--- src/sv/nmea_pkg.sv ---
// Package for the NMEA GGA/RMC time parser: character codes, result
// layout and the digit helpers used by the per-byte parse logic.
// Depends on nothing.
package nmea_pkg;

    // Characters that steer the parse.
    localparam logic [7:0] CH_DOLLAR = 8'h24;
    localparam logic [7:0] CH_STAR   = 8'h2A;
    localparam logic [7:0] CH_COMMA  = 8'h2C;
    localparam logic [7:0] CH_CR     = 8'h0D;
    localparam logic [7:0] CH_LF     = 8'h0A;
    localparam logic [7:0] CH_A      = 8'h41;
    localparam logic [7:0] CH_B      = 8'h42;
    localparam logic [7:0] CH_C      = 8'h43;
    localparam logic [7:0] CH_G      = 8'h47;
    localparam logic [7:0] CH_M      = 8'h4D;
    localparam logic [7:0] CH_N      = 8'h4E;
    localparam logic [7:0] CH_P      = 8'h50;
    localparam logic [7:0] CH_R      = 8'h52;

    // Talker codes reported on the source field.
    localparam logic [1:0] TALKER_GB = 2'd0;
    localparam logic [1:0] TALKER_GP = 2'd1;
    localparam logic [1:0] TALKER_GN = 2'd2;

    // Sentence kinds.
    localparam logic KIND_GGA = 1'b0;
    localparam logic KIND_RMC = 1'b1;

    // Field positions inside a sentence, counted by commas.
    localparam logic [4:0] FLD_TIME   = 5'd1;
    localparam logic [4:0] FLD_STATUS = 5'd2;
    localparam logic [4:0] FLD_SATS   = 5'd7;
    localparam logic [4:0] FLD_DATE   = 5'd9;
    localparam logic [4:0] FLD_MAX    = 5'd31;
    localparam logic [3:0] CIF_MAX    = 4'd15;

    localparam int DATA_W = 72;
    localparam int USER_W = 2;

    // Result item, lowest field last so the packed layout matches tdata.
    typedef struct packed {
        logic [4:0]  pad;
        logic [6:0]  satellites;
        logic        fix_valid;
        logic [11:0] year;
        logic [6:0]  month;
        logic [6:0]  day;
        logic [9:0]  fraction_ms;
        logic [6:0]  second;
        logic [6:0]  minute;
        logic [6:0]  hour;
        logic [1:0]  source;
    } result_data_t;

    // Hex digit value; any other byte reads as zero.
    function automatic logic [3:0] digit_val(input logic [7:0] c);
        logic [3:0] v;
        v = 4'd0;
        if (c >= 8'h30 && c <= 8'h39) begin
            v = c[3:0];
        end else if (c >= 8'h41 && c <= 8'h46) begin
            v = 4'(c - 8'd55);
        end
        return v;
    endfunction

    function automatic logic is_hex(input logic [7:0] c);
        return (c >= 8'h30 && c <= 8'h39) || (c >= 8'h41 && c <= 8'h46);
    endfunction

    // Two digits to a value, clamped at 99.
    function automatic logic [6:0] two_digits(input logic [3:0] hi, input logic [3:0] lo);
        logic [7:0] v;
        v = 8'(hi) * 8'd10 + 8'(lo);
        return (v > 8'd99) ? 7'd99 : v[6:0];
    endfunction

endpackage

--- src/sv/nmea_gga_rmc_time_parser.sv ---
// NMEA GGA/RMC time parser, top level and only module.
// Depends on nmea_pkg for character codes, the result layout and digit helpers.
//
// The block takes one received byte per transfer on s_ and may take a byte in
// every clock cycle while s_tready is high. Each byte updates the parse state
// in a single pass of logic. When the second checksum digit of a GGA or RMC
// sentence (GB, GP or GN talker) arrives, one result is registered for m_
// with the committed time, date, fix and satellite count; fields are
// committed only if the XOR checksum matches. A result register backed by a
// one-entry skid buffer lets input continue while a result waits; s_tready
// drops only when both hold a result that has not been taken. Sentences
// longer than MAX_SENTENCE_LEN bytes from '$' on, or broken by CR or LF
// before the checksum, are dropped without a result.
`default_nettype none

module nmea_gga_rmc_time_parser #(
    parameter int MAX_SENTENCE_LEN = 127
) (
    input  wire logic                         aclk,
    input  wire logic                         aresetn,
    input  wire logic                         s_tvalid,
    output logic                              s_tready,
    input  wire logic [7:0]                   s_tdata,   // rx_char
    output logic                              m_tvalid,
    input  wire logic                         m_tready,
    // source, hour, minute, second, fraction_ms, day, month, year,
    // fix_valid, satellites, zero fill
    output logic [nmea_pkg::DATA_W-1:0]       m_tdata,
    output logic [nmea_pkg::USER_W-1:0]       m_tuser    // sentence_kind, checksum_ok
);
    import nmea_pkg::*;

    // The byte counter stops one past the limit, but never above 255.
    localparam int BC_TOP = (MAX_SENTENCE_LEN >= 255) ? 255 : MAX_SENTENCE_LEN + 1;
    localparam int BC_W = $clog2(BC_TOP + 1);
    localparam logic [BC_W-1:0] BC_LIMIT = BC_W'(MAX_SENTENCE_LEN);
    localparam logic [BC_W-1:0] BC_SAT   = BC_W'(BC_TOP);

    typedef enum logic [2:0] {
        PH_IDLE,
        PH_HEADER,
        PH_BODY,
        PH_CK_HI,
        PH_CK_LO
    } phase_t;

    // Parse control.
    phase_t          phase_reg, phase_next;
    logic [2:0]      hdr_match_reg, hdr_match_next;
    logic [1:0]      talker_reg, talker_next;
    logic            kind_reg, kind_next;
    logic [4:0]      field_cnt_reg, field_cnt_next;
    logic [3:0]      cif_reg, cif_next;
    logic [BC_W-1:0] byte_cnt_reg, byte_cnt_next;
    logic [7:0]      xor_reg, xor_next;
    logic [3:0]      sum_hi_reg, sum_hi_next;
    logic            bad_hex_reg, bad_hex_next;

    // Shadow fields, filled while the sentence streams in.
    logic [3:0]      tm_reg [10];
    logic [3:0]      tm_next [10];
    logic [3:0]      dt_reg [6];
    logic [3:0]      dt_next [6];
    logic [3:0]      sat_reg [2];
    logic [3:0]      sat_next [2];
    logic            stat_reg, stat_next;

    // Committed values.
    logic [6:0]      hour_reg, hour_next;
    logic [6:0]      minute_reg, minute_next;
    logic [6:0]      second_reg, second_next;
    logic [9:0]      frac_reg, frac_next;
    logic [6:0]      day_reg, day_next;
    logic [6:0]      month_reg, month_next;
    logic [6:0]      yy_reg, yy_next;
    logic [1:0]      source_reg, source_next;
    logic            fix_reg, fix_next;
    logic [6:0]      sats_reg, sats_next;

    // Output register and skid buffer.
    logic              m_valid_reg, m_valid_next;
    result_data_t      m_data_reg, m_data_next;
    logic [USER_W-1:0] m_user_reg, m_user_next;
    logic              skid_valid_reg, skid_valid_next;
    result_data_t      skid_data_reg, skid_data_next;
    logic [USER_W-1:0] skid_user_reg, skid_user_next;

    logic              s_fire;
    logic              res_valid;
    logic              res_ok;
    result_data_t      res_data;
    logic              out_take;

    assign s_tready = !skid_valid_reg;
    assign s_fire   = s_tvalid && s_tready;
    assign m_tvalid = m_valid_reg;
    assign m_tdata  = m_data_reg;
    assign m_tuser  = m_user_reg;

    // Per-byte parse: header match, field counting, checksum and commit.
    always_comb begin
        logic            hdr_ok;
        logic [BC_W-1:0] bc_inc;
        logic [3:0]      dv;
        logic [10:0]     frac_sum;
        logic [6:0]      sat_cand;

        phase_next     = phase_reg;
        hdr_match_next = hdr_match_reg;
        talker_next    = talker_reg;
        kind_next      = kind_reg;
        field_cnt_next = field_cnt_reg;
        cif_next       = cif_reg;
        byte_cnt_next  = byte_cnt_reg;
        xor_next       = xor_reg;
        sum_hi_next    = sum_hi_reg;
        bad_hex_next   = bad_hex_reg;
        tm_next        = tm_reg;
        dt_next        = dt_reg;
        sat_next       = sat_reg;
        stat_next      = stat_reg;
        hour_next      = hour_reg;
        minute_next    = minute_reg;
        second_next    = second_reg;
        frac_next      = frac_reg;
        day_next       = day_reg;
        month_next     = month_reg;
        yy_next        = yy_reg;
        source_next    = source_reg;
        fix_next       = fix_reg;
        sats_next      = sats_reg;
        res_valid      = 1'b0;
        res_ok         = 1'b0;
        hdr_ok         = 1'b0;
        dv             = digit_val(s_tdata);
        bc_inc         = (byte_cnt_reg < BC_SAT) ? byte_cnt_reg + 1'b1 : byte_cnt_reg;
        frac_sum       = 11'(tm_reg[7]) * 11'd100 + 11'(tm_reg[8]) * 11'd10
                         + 11'(tm_reg[9]);
        sat_cand       = sats_reg;

        if (s_fire) begin
            if (s_tdata == CH_DOLLAR) begin
                // A dollar always opens a new sentence.
                phase_next     = PH_HEADER;
                hdr_match_next = 3'd0;
                talker_next    = TALKER_GB;
                kind_next      = KIND_GGA;
                field_cnt_next = 5'd0;
                cif_next       = 4'd0;
                byte_cnt_next  = BC_W'(1);
                xor_next       = 8'd0;
                sum_hi_next    = 4'd0;
                bad_hex_next   = 1'b0;
                for (int i = 0; i < 10; i++) tm_next[i] = 4'd0;
                for (int i = 0; i < 6; i++) dt_next[i] = 4'd0;
                for (int i = 0; i < 2; i++) sat_next[i] = 4'd0;
                stat_next = 1'b0;
            end else if (phase_reg != PH_IDLE) begin
                byte_cnt_next = bc_inc;
                if (bc_inc > BC_LIMIT) begin
                    phase_next = PH_IDLE;
                end else if (phase_reg == PH_HEADER || phase_reg == PH_BODY) begin
                    if (s_tdata == CH_CR || s_tdata == CH_LF) begin
                        phase_next = PH_IDLE;
                    end else if (phase_reg == PH_BODY && s_tdata == CH_STAR) begin
                        phase_next = PH_CK_HI;
                    end else begin
                        xor_next = xor_reg ^ s_tdata;
                        if (phase_reg == PH_HEADER) begin
                            // Talker and sentence type, one character at a time.
                            case (hdr_match_reg)
                                3'd0: begin
                                    hdr_ok = (s_tdata == CH_G);
                                end
                                3'd1: begin
                                    hdr_ok = 1'b1;
                                    if (s_tdata == CH_B) talker_next = TALKER_GB;
                                    else if (s_tdata == CH_P) talker_next = TALKER_GP;
                                    else if (s_tdata == CH_N) talker_next = TALKER_GN;
                                    else hdr_ok = 1'b0;
                                end
                                3'd2: begin
                                    hdr_ok = 1'b1;
                                    if (s_tdata == CH_G) kind_next = KIND_GGA;
                                    else if (s_tdata == CH_R) kind_next = KIND_RMC;
                                    else hdr_ok = 1'b0;
                                end
                                3'd3: begin
                                    hdr_ok = (s_tdata == (kind_reg ? CH_M : CH_G));
                                end
                                default: begin
                                    hdr_ok = (s_tdata == (kind_reg ? CH_C : CH_A));
                                end
                            endcase
                            if (!hdr_ok) begin
                                phase_next = PH_IDLE;
                            end else if (hdr_match_reg == 3'd4) begin
                                phase_next     = PH_BODY;
                                hdr_match_next = 3'd0;
                            end else begin
                                hdr_match_next = hdr_match_reg + 3'd1;
                            end
                        end else if (s_tdata == CH_COMMA) begin
                            if (field_cnt_reg < FLD_MAX) field_cnt_next = field_cnt_reg + 5'd1;
                            cif_next = 4'd0;
                        end else begin
                            // Capture the characters of the fields that matter.
                            if (field_cnt_reg == FLD_TIME && cif_reg < 4'd10) begin
                                tm_next[cif_reg] = dv;
                            end else if (kind_reg == KIND_GGA && field_cnt_reg == FLD_SATS
                                         && cif_reg < 4'd2) begin
                                sat_next[cif_reg[0]] = dv;
                            end else if (kind_reg == KIND_RMC && field_cnt_reg == FLD_STATUS
                                         && cif_reg == 4'd0) begin
                                stat_next = (s_tdata == CH_A);
                            end else if (kind_reg == KIND_RMC && field_cnt_reg == FLD_DATE
                                         && cif_reg < 4'd6) begin
                                dt_next[cif_reg[2:0]] = dv;
                            end
                            if (cif_reg < CIF_MAX) cif_next = cif_reg + 4'd1;
                        end
                    end
                end else begin
                    // Checksum digits.
                    if (!is_hex(s_tdata)) bad_hex_next = 1'b1;
                    if (phase_reg == PH_CK_HI) begin
                        sum_hi_next = dv;
                        phase_next  = PH_CK_LO;
                    end else begin
                        phase_next = PH_IDLE;
                        res_valid  = 1'b1;
                        res_ok     = !bad_hex_next && ({sum_hi_reg, dv} == xor_reg);
                        if (res_ok) begin
                            if (field_cnt_reg >= FLD_TIME) begin
                                hour_next   = two_digits(tm_reg[0], tm_reg[1]);
                                minute_next = two_digits(tm_reg[2], tm_reg[3]);
                                second_next = two_digits(tm_reg[4], tm_reg[5]);
                                frac_next   = (frac_sum > 11'd999) ? 10'd999 : frac_sum[9:0];
                            end
                            if (kind_reg == KIND_GGA) begin
                                if (field_cnt_reg >= FLD_SATS) begin
                                    sat_cand = two_digits(sat_reg[0], sat_reg[1]);
                                end
                            end else begin
                                if (field_cnt_reg >= FLD_STATUS) fix_next = stat_reg;
                                if (field_cnt_reg >= FLD_DATE) begin
                                    day_next   = two_digits(dt_reg[0], dt_reg[1]);
                                    month_next = two_digits(dt_reg[2], dt_reg[3]);
                                    yy_next    = two_digits(dt_reg[4], dt_reg[5]);
                                end
                            end
                            source_next = talker_reg;
                            // Without a fix the satellite count reads zero.
                            sats_next   = fix_next ? sat_cand : 7'd0;
                        end
                    end
                end
            end
        end
    end

    // Result item built from the committed values.
    always_comb begin
        res_data             = '0;
        res_data.source      = source_next;
        res_data.hour        = hour_next;
        res_data.minute      = minute_next;
        res_data.second      = second_next;
        res_data.fraction_ms = frac_next;
        res_data.day         = day_next;
        res_data.month       = month_next;
        res_data.year        = 12'd2000 + 12'(yy_next);
        res_data.fix_valid   = fix_next;
        res_data.satellites  = sats_next;
    end

    // Output register with a skid entry behind it.
    always_comb begin
        out_take        = !m_valid_reg || m_tready;
        m_valid_next    = m_valid_reg;
        m_data_next     = m_data_reg;
        m_user_next     = m_user_reg;
        skid_valid_next = skid_valid_reg;
        skid_data_next  = skid_data_reg;
        skid_user_next  = skid_user_reg;
        if (out_take) begin
            if (skid_valid_reg) begin
                m_valid_next    = 1'b1;
                m_data_next     = skid_data_reg;
                m_user_next     = skid_user_reg;
                skid_valid_next = 1'b0;
            end else if (res_valid) begin
                m_valid_next = 1'b1;
                m_data_next  = res_data;
                m_user_next  = {res_ok, kind_reg};
            end else begin
                m_valid_next = 1'b0;
            end
        end else if (res_valid) begin
            skid_valid_next = 1'b1;
            skid_data_next  = res_data;
            skid_user_next  = {res_ok, kind_reg};
        end
    end

    // State and registered outputs.
    always_ff @(posedge aclk) begin
        if (!aresetn) begin
            phase_reg      <= PH_IDLE;
            hdr_match_reg  <= 3'd0;
            talker_reg     <= TALKER_GB;
            kind_reg       <= KIND_GGA;
            field_cnt_reg  <= 5'd0;
            cif_reg        <= 4'd0;
            byte_cnt_reg   <= '0;
            xor_reg        <= 8'd0;
            sum_hi_reg     <= 4'd0;
            bad_hex_reg    <= 1'b0;
            hour_reg       <= 7'd0;
            minute_reg     <= 7'd0;
            second_reg     <= 7'd0;
            frac_reg       <= 10'd0;
            day_reg        <= 7'd0;
            month_reg      <= 7'd0;
            yy_reg         <= 7'd0;
            source_reg     <= TALKER_GB;
            fix_reg        <= 1'b0;
            sats_reg       <= 7'd0;
            m_valid_reg    <= 1'b0;
            skid_valid_reg <= 1'b0;
        end else begin
            phase_reg      <= phase_next;
            hdr_match_reg  <= hdr_match_next;
            talker_reg     <= talker_next;
            kind_reg       <= kind_next;
            field_cnt_reg  <= field_cnt_next;
            cif_reg        <= cif_next;
            byte_cnt_reg   <= byte_cnt_next;
            xor_reg        <= xor_next;
            sum_hi_reg     <= sum_hi_next;
            bad_hex_reg    <= bad_hex_next;
            hour_reg       <= hour_next;
            minute_reg     <= minute_next;
            second_reg     <= second_next;
            frac_reg       <= frac_next;
            day_reg        <= day_next;
            month_reg      <= month_next;
            yy_reg         <= yy_next;
            source_reg     <= source_next;
            fix_reg        <= fix_next;
            sats_reg       <= sats_next;
            m_valid_reg    <= m_valid_next;
            skid_valid_reg <= skid_valid_next;
        end
        // Payload holds no reset; shadow fields are cleared at each dollar.
        tm_reg        <= tm_next;
        dt_reg        <= dt_next;
        sat_reg       <= sat_next;
        stat_reg      <= stat_next;
        m_data_reg    <= m_data_next;
        m_user_reg    <= m_user_next;
        skid_data_reg <= skid_data_next;
        skid_user_reg <= skid_user_next;
    end

    // A waiting skid entry always has the output register full in front of it.
    a_skid_behind_out: assert property (@(posedge aclk) disable iff (!aresetn)
        skid_valid_reg |-> m_valid_reg)
        else $error("skid entry held while output register is empty");

    // A final checksum digit within the length limit leaves the output register full.
    a_result_follows: assert property (@(posedge aclk) disable iff (!aresetn)
        (s_fire && phase_reg == PH_CK_LO && s_tdata != CH_DOLLAR
         && byte_cnt_reg < BC_LIMIT) |=> m_valid_reg)
        else $error("checksum end did not produce a result");

    // Committed hour and year change only on the final checksum digit.
    a_commit_only_at_end: assert property (@(posedge aclk) disable iff (!aresetn)
        !(s_fire && phase_reg == PH_CK_LO) |=> $stable(hour_reg) && $stable(yy_reg))
        else $error("committed values changed outside a sentence end");

    // The byte counter never runs past its saturation value.
    a_byte_cnt_bound: assert property (@(posedge aclk) disable iff (!aresetn)
        byte_cnt_reg <= BC_SAT)
        else $error("byte counter out of range");

endmodule

`default_nettype wire
--- config.mk ---
export PLATFORM = sky130hd
export DESIGN_NAME = nmea_gga_rmc_time_parser
export DESIGN_NICKNAME = d
export VERILOG_FILES = /design/src/sv/nmea_pkg.sv /design/src/sv/nmea_gga_rmc_time_parser.sv
export SDC_FILE = /design/constraint.sdc
export NUM_CORES = 1
export LEC_CHECK = 0
export ABC_AREA = 1
export BUFFER_PORTS_ARGS = -buffer_cell sky130_fd_sc_hd__buf_2
export CAP_MARGIN = 10
export CORE_MARGIN = 2
export CORE_UTILIZATION = 55
export CTS_CLUSTER_DIAMETER = 30
export DETAILED_ROUTE_END_ITERATION = 6
export PLACE_DENSITY = 0.76
export RECOVER_POWER = 25
export REMOVE_ABC_BUFFERS = 1
export SLEW_MARGIN = 20
export SYNTH_ARGS = -nofsm -noshare
export SYNTH_HDL_FRONTEND = slang
export SYNTH_SLANG_ARGS = --single-unit
--- constraint.sdc ---
create_clock -name aclk -period 4.6 [get_ports aclk]
set_input_delay 0.69 -clock aclk [delete_from_list [all_inputs] [get_ports aclk]]
set_output_delay 0.69 -clock aclk [all_outputs]
set_load 0.02 [all_outputs]
==> results of run 1 <==
## placed cells by master, fill, tap and decap left out, types with 6 or more instances in the layout
master / count
inv_6: 8
buf_4: 12
nand2_2: 10
buf_2: 11
edfxtp_1: 203
nand3_1: 90
fa_1: 19
nor2_1: 194
nand4_1: 17
clkbuf_16: 67
clkinvlp_4: 7
ha_1: 94
o21ai_0: 138
nor4_1: 8
nand2_1: 297
a31oi_1: 8
or2_2: 11
clkinv_2: 12
bufinv_16: 8
xnor2_1: 18
clkbuf_1: 81
dfxtp_1: 103
clkinv_4: 6
a21oi_1: 115
nor3_1: 16
a211oi_1: 13
xor2_1: 39
o21ai_1: 51
inv_2: 13
o21ai_2: 19
inv_1: 307
## metrics by stage
stage,total power (uW),utilization
finish,7730,0.657
detailed placement,3060,0.585
CTS,7780,0.661
floorplan,3020,-
global placement,3060,0.585
global route,7930,0.657
## cell families (layout without fill, tap and decap cells)
family	count (synthesis)	after routing	synth area share
compound gates	365	365	0.120
xor+xnor	57	57	0.0300
fa+ha+maj	113	113	0.0936
buf+inv	384	544	0.0918
flops	306	306	0.491
other cells	1	5	0.000226
simple gates	669	669	0.174
## report_power, final
part	switching (uW)	internal, uW	total (uW)
Clock	1540	3180	4720
Sequential	0.355	2910	2910
Combinational	83.5	20.5	104
Total	1630	6110	7730
## tightest hold or removal path, stage by stage
cell and delay (ps):
buf_2 80, nor2_1 60, inv_1 90, nor3_1 50
## path summary, 6_finish.rpt
| check | endpoint | slack [ps] | cells past startpoint |
|---|---|---|---|
| max reg2reg | skid_data_reg[47] | 480 | 8 |
| min reg2reg | xor_reg[2] | 480 | 1 |
| min | skid_valid_reg | 470 | 4 |
| max | skid_data_reg[47] | 480 | 8 |
## per-layer routing
metal / global-route usage / part of all wire / up-vias
li1: - / - / 6488
met1: 0.293 / 0.42 / 6193
met2: 0.414 / 0.50 / 367
met3: 0.0362 / 0.052 / 66
met4: 0.0973 / 0.026 / 0
met5: 0 / 0 / -
## layout make-up
class                      instances  area (um2)  area share
multi-input combinational       1209        6960       0.356
sequential                       306        8160       0.418
tap                              390         488      0.0250
timing repair buffer              97         457      0.0234
inverter                         324        1220      0.0624
clock inverter                    44         512      0.0262
clock buffer                      79        1740      0.0892
==> flow_metrics.env, run 1 <==
export IMPL_cts_clk_slew_worst_paths_ps=50
export IMPL_antenna_cells=0
export IMPL_ys_ff_latch=306
export IMPL_postPlaceCellArea_um2=17400
export IMPL_yosys_warnings=0
export IMPL_die_x_um=178
export IMPL_rsz0062_at_grt="false"
export IMPL_htree_levels=3
export IMPL_cp_required_ps=4780
export IMPL_synth_edf_count=203
export IMPL_hp_start="m_tready"
export IMPL_cts_repair_resized=0
export IMPL_post_synth_inst_count=1895
export IMPL_hold_viol=0
export IMPL_drive_gt1_frac=0.101
export IMPL_synth_ff_type="edfxtp_1"
export IMPL_cp_end_kind="flop"
export IMPL_crit_path_max_incr_delay_ps=1050
export IMPL_vias=13114
export IMPL_fmax_mhz=243
export IMPL_synth_area_leaders="edfxtp_1 37%, dfxtp_1 12%, ha_1 7.1%"
export IMPL_drt_total_wl_mm=36.9
export IMPL_grt_max_degree=70
export IMPL_path_delay_family="simple AND/OR/NAND/NOR gates"
export IMPL_drc=0
export IMPL_power_leakage_uw=0.00849
export IMPL_wl_per_cell_um=15.1
export IMPL_fillers=2301
export IMPL_async_flop_share=0
export IMPL_root_buffer="clkbuf_16"
export IMPL_fin_cells=2449
export IMPL_rows=63
export IMPL_netlist_top_cells_count="305 x inv_1, 296 x nand2_1, 203 x edfxtp_1"
export IMPL_path_cells="inv_1 > nand2_1 > inv_1 > nand2_1 > nor2_1 > inv_1 > nor2_1 > buf_4"
export IMPL_placed_cells=2326
export IMPL_grt_pass1_vias=12961
export IMPL_fin_hold_ws_ps=466
export IMPL_path_buf_inv=4
export IMPL_cts_tree="built"
export IMPL_worst_slack_ps=478
export IMPL_setup_tns_final_ps=0
export IMPL_synth_area_leader_cell="edfxtp_1"
export IMPL_violations="max-capacitance violations, max-slew violations"
export IMPL_gp_congestion=0.906
export IMPL_finClkSkew_ps=20.4
export IMPL_postSynthAreaPerCell_um2=8.77
export IMPL_period_minus_slack_ps=4120
export IMPL_drt_iter0_drc=901
export IMPL_cpMaxStageDelayCell="nor2_1"
export IMPL_post_route_period_util=0.896
export IMPL_cts_buffers_inserted=67
export IMPL_maxSlewViolCount=56
export IMPL_ant_nets=0
export IMPL_grt_pass1_wl_mm=60.8
export IMPL_crit_top_cell="inv_1"
export IMPL_vdd_drop_max_uv=336
export IMPL_tightestPinTransition_ps=1950
export IMPL_dr_pass1_iters=5
export IMPL_start_kind="flop"
export IMPL_area_growth_pct=17.5
export IMPL_hpwl_mm=24.3
export IMPL_clock_latency_ps=550
export IMPL_die_area_um2=31600
export IMPL_ys_types=47
export IMPL_globalRouteOverflowTotal=0
export IMPL_yosysSeqAreaShare=0.491
export IMPL_outcome="finished, violations left"
export IMPL_die_y_um=178
export IMPL_track_usage=0.237
export IMPL_maxCapViolCount=1
export IMPL_slew_limit_headroom=-0.302
export IMPL_io_buffers=82
export IMPL_path_class="reg -> reg"
export IMPL_cts_setup_buffers=0
export IMPL_ios=88
export IMPL_timing_rr_start="skid_valid_reg"
export IMPL_crit_arrival_ps=4310
export IMPL_power_density_nw_per_um2=396
export IMPL_clockBufferDepth=3
export IMPL_crit_start="skid_valid_reg"
export IMPL_setup_viol=0
export IMPL_cts_hold_buffers_added=0
export IMPL_synth_top_area_share=0.367
export IMPL_antenna_found_initial=0
export IMPL_design_area_um2=19500
export IMPL_place_ws_ps=586
export IMPL_yosysMostFrequentCell="inv_1"
export IMPL_final_nets=2130
export IMPL_path_max_fanout=55
export IMPL_numClockSinks=306
export IMPL_initial_core_util=0.559
export IMPL_vias_per_cell=5.35
export IMPL_design_core_area_um2=29700
export IMPL_syn_area_um2=16600
export IMPL_worstHoldPathType="in -> reg"
Power figures use the tool's default switching activity.
==> inputs of run 2 (changes only) <==
--- a/config.mk
+++ b/config.mk
@@ -8,10 +8,13 @@
 export ABC_AREA = 1
 export BUFFER_PORTS_ARGS = -buffer_cell sky130_fd_sc_hd__buf_2
 export CAP_MARGIN = 10
+export CORE_ASPECT_RATIO = 0.5
 export CORE_MARGIN = 2
 export CORE_UTILIZATION = 55
+export CTS_BUF_LIST = sky130_fd_sc_hd__clkbuf_2 sky130_fd_sc_hd__clkbuf_4 sky130_fd_sc_hd__clkbuf_8
 export CTS_CLUSTER_DIAMETER = 30
 export DETAILED_ROUTE_END_ITERATION = 6
+export GPL_TIMING_DRIVEN = 0
 export PLACE_DENSITY = 0.76
 export RECOVER_POWER = 25
 export REMOVE_ABC_BUFFERS = 1
==> run 2 against run 1 <==
  * The run now ends clean
  * Largest cell class unchanged
  * Design area shrank 5.7%
  * Critical path depth grew 8
  * Clock power shrank 48%
  * First-iteration DRC count shrank 1.7%
  * Setup slack lost 150 ps
==> flow_metrics.env, run 2 (same netlist as run 1, synthesis figures left out) <==
export IMPL_vdd_drop_max_uv=219
export IMPL_dr_pass1_iters=5
export IMPL_hold_depth=3
export IMPL_crit_arrival_ps=4700
export IMPL_post_route_period_util=0.928
export IMPL_multiInputGateArea_um2=6980
export IMPL_htree_levels=2
export IMPL_numClockSinks=306
export IMPL_rr_worst_depth=16
export IMPL_globalRouteOverflowTotal=0
export IMPL_p_total_uw=5440
export IMPL_clockBufferDepth=3
export IMPL_fillers=2435
export IMPL_die_x_um=250
export IMPL_outcome="finished clean"
export IMPL_area_growth_pct=10.8
export IMPL_min_to="xor_reg[4]"
export IMPL_antenna_found_initial=0
export IMPL_seqPwrFrac=0.532
export IMPL_drt_iter0_drc=886
export IMPL_slew_limit_headroom=0.284
export IMPL_cp_required_ps=5030
export IMPL_cts_clk_slew_worst_paths_ps=70
export IMPL_fmax_mhz=234
export IMPL_power_switching_uw=1180
export IMPL_vias_per_cell=5.22
export IMPL_hp_start="s_tdata[4]"
export IMPL_hold_viol=0
export IMPL_antenna_cells=0
export IMPL_grt_pass1_wl_mm=56.3
export IMPL_wl_per_cell_um=14.1
export IMPL_cts_setup_buffers=0
export IMPL_power_leakage_uw=0.00795
export IMPL_cts_buffers_inserted=46
export IMPL_p_comb_frac=0.020
export IMPL_worst_slack_ps=329
export IMPL_clock_latency_ps=580
export IMPL_rrSetupSlack_ps=330
export IMPL_hpwl_mm=23.5
export IMPL_drive_gt1_frac=0.0902
export IMPL_cts_hold_buffers_added=0
export IMPL_die_y_um=127
export IMPL_ff_latch_area_um2=8160
export IMPL_cts_tree="built"
export IMPL_grt_max_degree=74
export IMPL_swShare=0.217
export IMPL_vias=12563
export IMPL_period_minus_slack_ps=4270
export IMPL_initial_core_util=0.566
export IMPL_final_cell_mix="305 x inv_1, 296 x nand2_1, 203 x edfxtp_1, 192 x nor2_1, 138 x o21ai_0"
export IMPL_setup_tns_final_ps=0
export IMPL_cp_end_kind="flop"
export IMPL_io_buffers=82
export IMPL_design_core_area_um2=29300
export IMPL_worstHoldPathType="in -> reg"
export IMPL_gp_congestion=0.923
export IMPL_mostFrequentLayoutCell="inv_1"
export IMPL_drc=0
export IMPL_maxCapViolCount=0
export IMPL_rsz0062_at_grt="false"
export IMPL_power_density_nw_per_um2=296
export IMPL_path_max_fanout=54
export IMPL_root_buffer="clkbuf_8"
export IMPL_grt_pass1_vias=11760
export IMPL_rows=44
export IMPL_internal_power_uw=4260
export IMPL_setup_viol=0
export IMPL_maxSlewViolCount=0
export IMPL_start_kind="flop"
export IMPL_tightestPinTransition_ps=1070
export IMPL_ios=88
export IMPL_cts_repair_resized=0
export IMPL_r2r_end="m_tdata[53]"
export IMPL_path_class="reg -> reg"
export IMPL_die_area_um2=31700
export IMPL_final_nets=2106
export IMPL_clockPowerShare=0.448
export IMPL_crit_start="skid_valid_reg"
export IMPL_place_ws_ps=-140
export IMPL_timing_rr_start="skid_valid_reg"
export IMPL_ant_nets=0
export IMPL_drt_total_wl_mm=34.0
export IMPL_track_usage=0.216
export IMPL_finClkSkew_ps=31.3
## run 2: cell types whose count changed in the layout (fill, tap and decap cells not counted), moves of 6 or more
cell / delta
clkbuf_16: -67
clkbuf_8: +52
clkbuf_1: -11
clkbuf_4: +11
buf_4: -9
inv_6: -6
## run 2: layer usage
metal | vias to the layer above | GRT usage | routed length [um]
met1 | 5781 | 0.303 | 16400
met5 | - | 0 | 0
met2 | 308 | 0.342 | 14900
met3 | 52 | 0.0431 | 2160
met4 | 0 | 0.0634 | 619
li1 | 6422 | - | -
## run 2: layout make-up
type / instances / area share
Sequential cell: 306 / 0.443
Multi-Input combinational cell: 1209 / 0.379
Timing Repair Buffer: 94 / 0.0298
Inverter: 324 / 0.0664
Clock inverter: 20 / 0.0101
Clock buffer: 65 / 0.0449
Tap cell: 391 / 0.0266
## run 2: worst max path at each step
stage,endpoint,slack (ps),depth (start not counted)
global route,m_tdata[53],50,21
global placement,tm_reg[24],-3970,11
floorplan,tm_reg[0],-1370,10
finish,m_tdata[53],330,16
detailed placement,m_tdata[53],-140,21
CTS,m_tdata[53],360,16
## run 2: worst max-delay path, stage by stage, from the launching register on
cell and delay (ps):
dfxtp_4 510, inv_2 420, nand2_2 210, inv_1 150, nand2_1 90, nor2_1 300, nand4_1 220, nor2_4 160
nand3_4 250, nor2_4 820, nand2_1 140, nand2_2 160, inv_2 60, ha_1 180, inv_1 50, ha_1 230
o21ai_0 140
## run 2: power by group through the flow
stage / Sequential (uW) / Clock [uW] / Combinational [uW]
finish: 2900 / 2440 / 107
global route: 2900 / 2600 / 117
CTS: 2900 / 2480 / 106
detailed placement: 2960 / 0 / 105
global placement: 2960 / 0 / 101
floorplan: 2960 / 0 / 59.9
## run 2: per-stage QoR
step / instances / hold slack [ps] / util / instance area, um2
2_1_floorplan: 1839 / 434 / - / 16300
3_3_place_gp: 2312 / 450 / 0.587 / 17200
3_5_place_dp: 2323 / 458 / 0.596 / 17500
4_1_cts: 2408 / 405 / 0.630 / 18500
5_1_grt: 2409 / 435 / 0.627 / 18400
6_report: 2409 / 428 / 0.627 / 18400
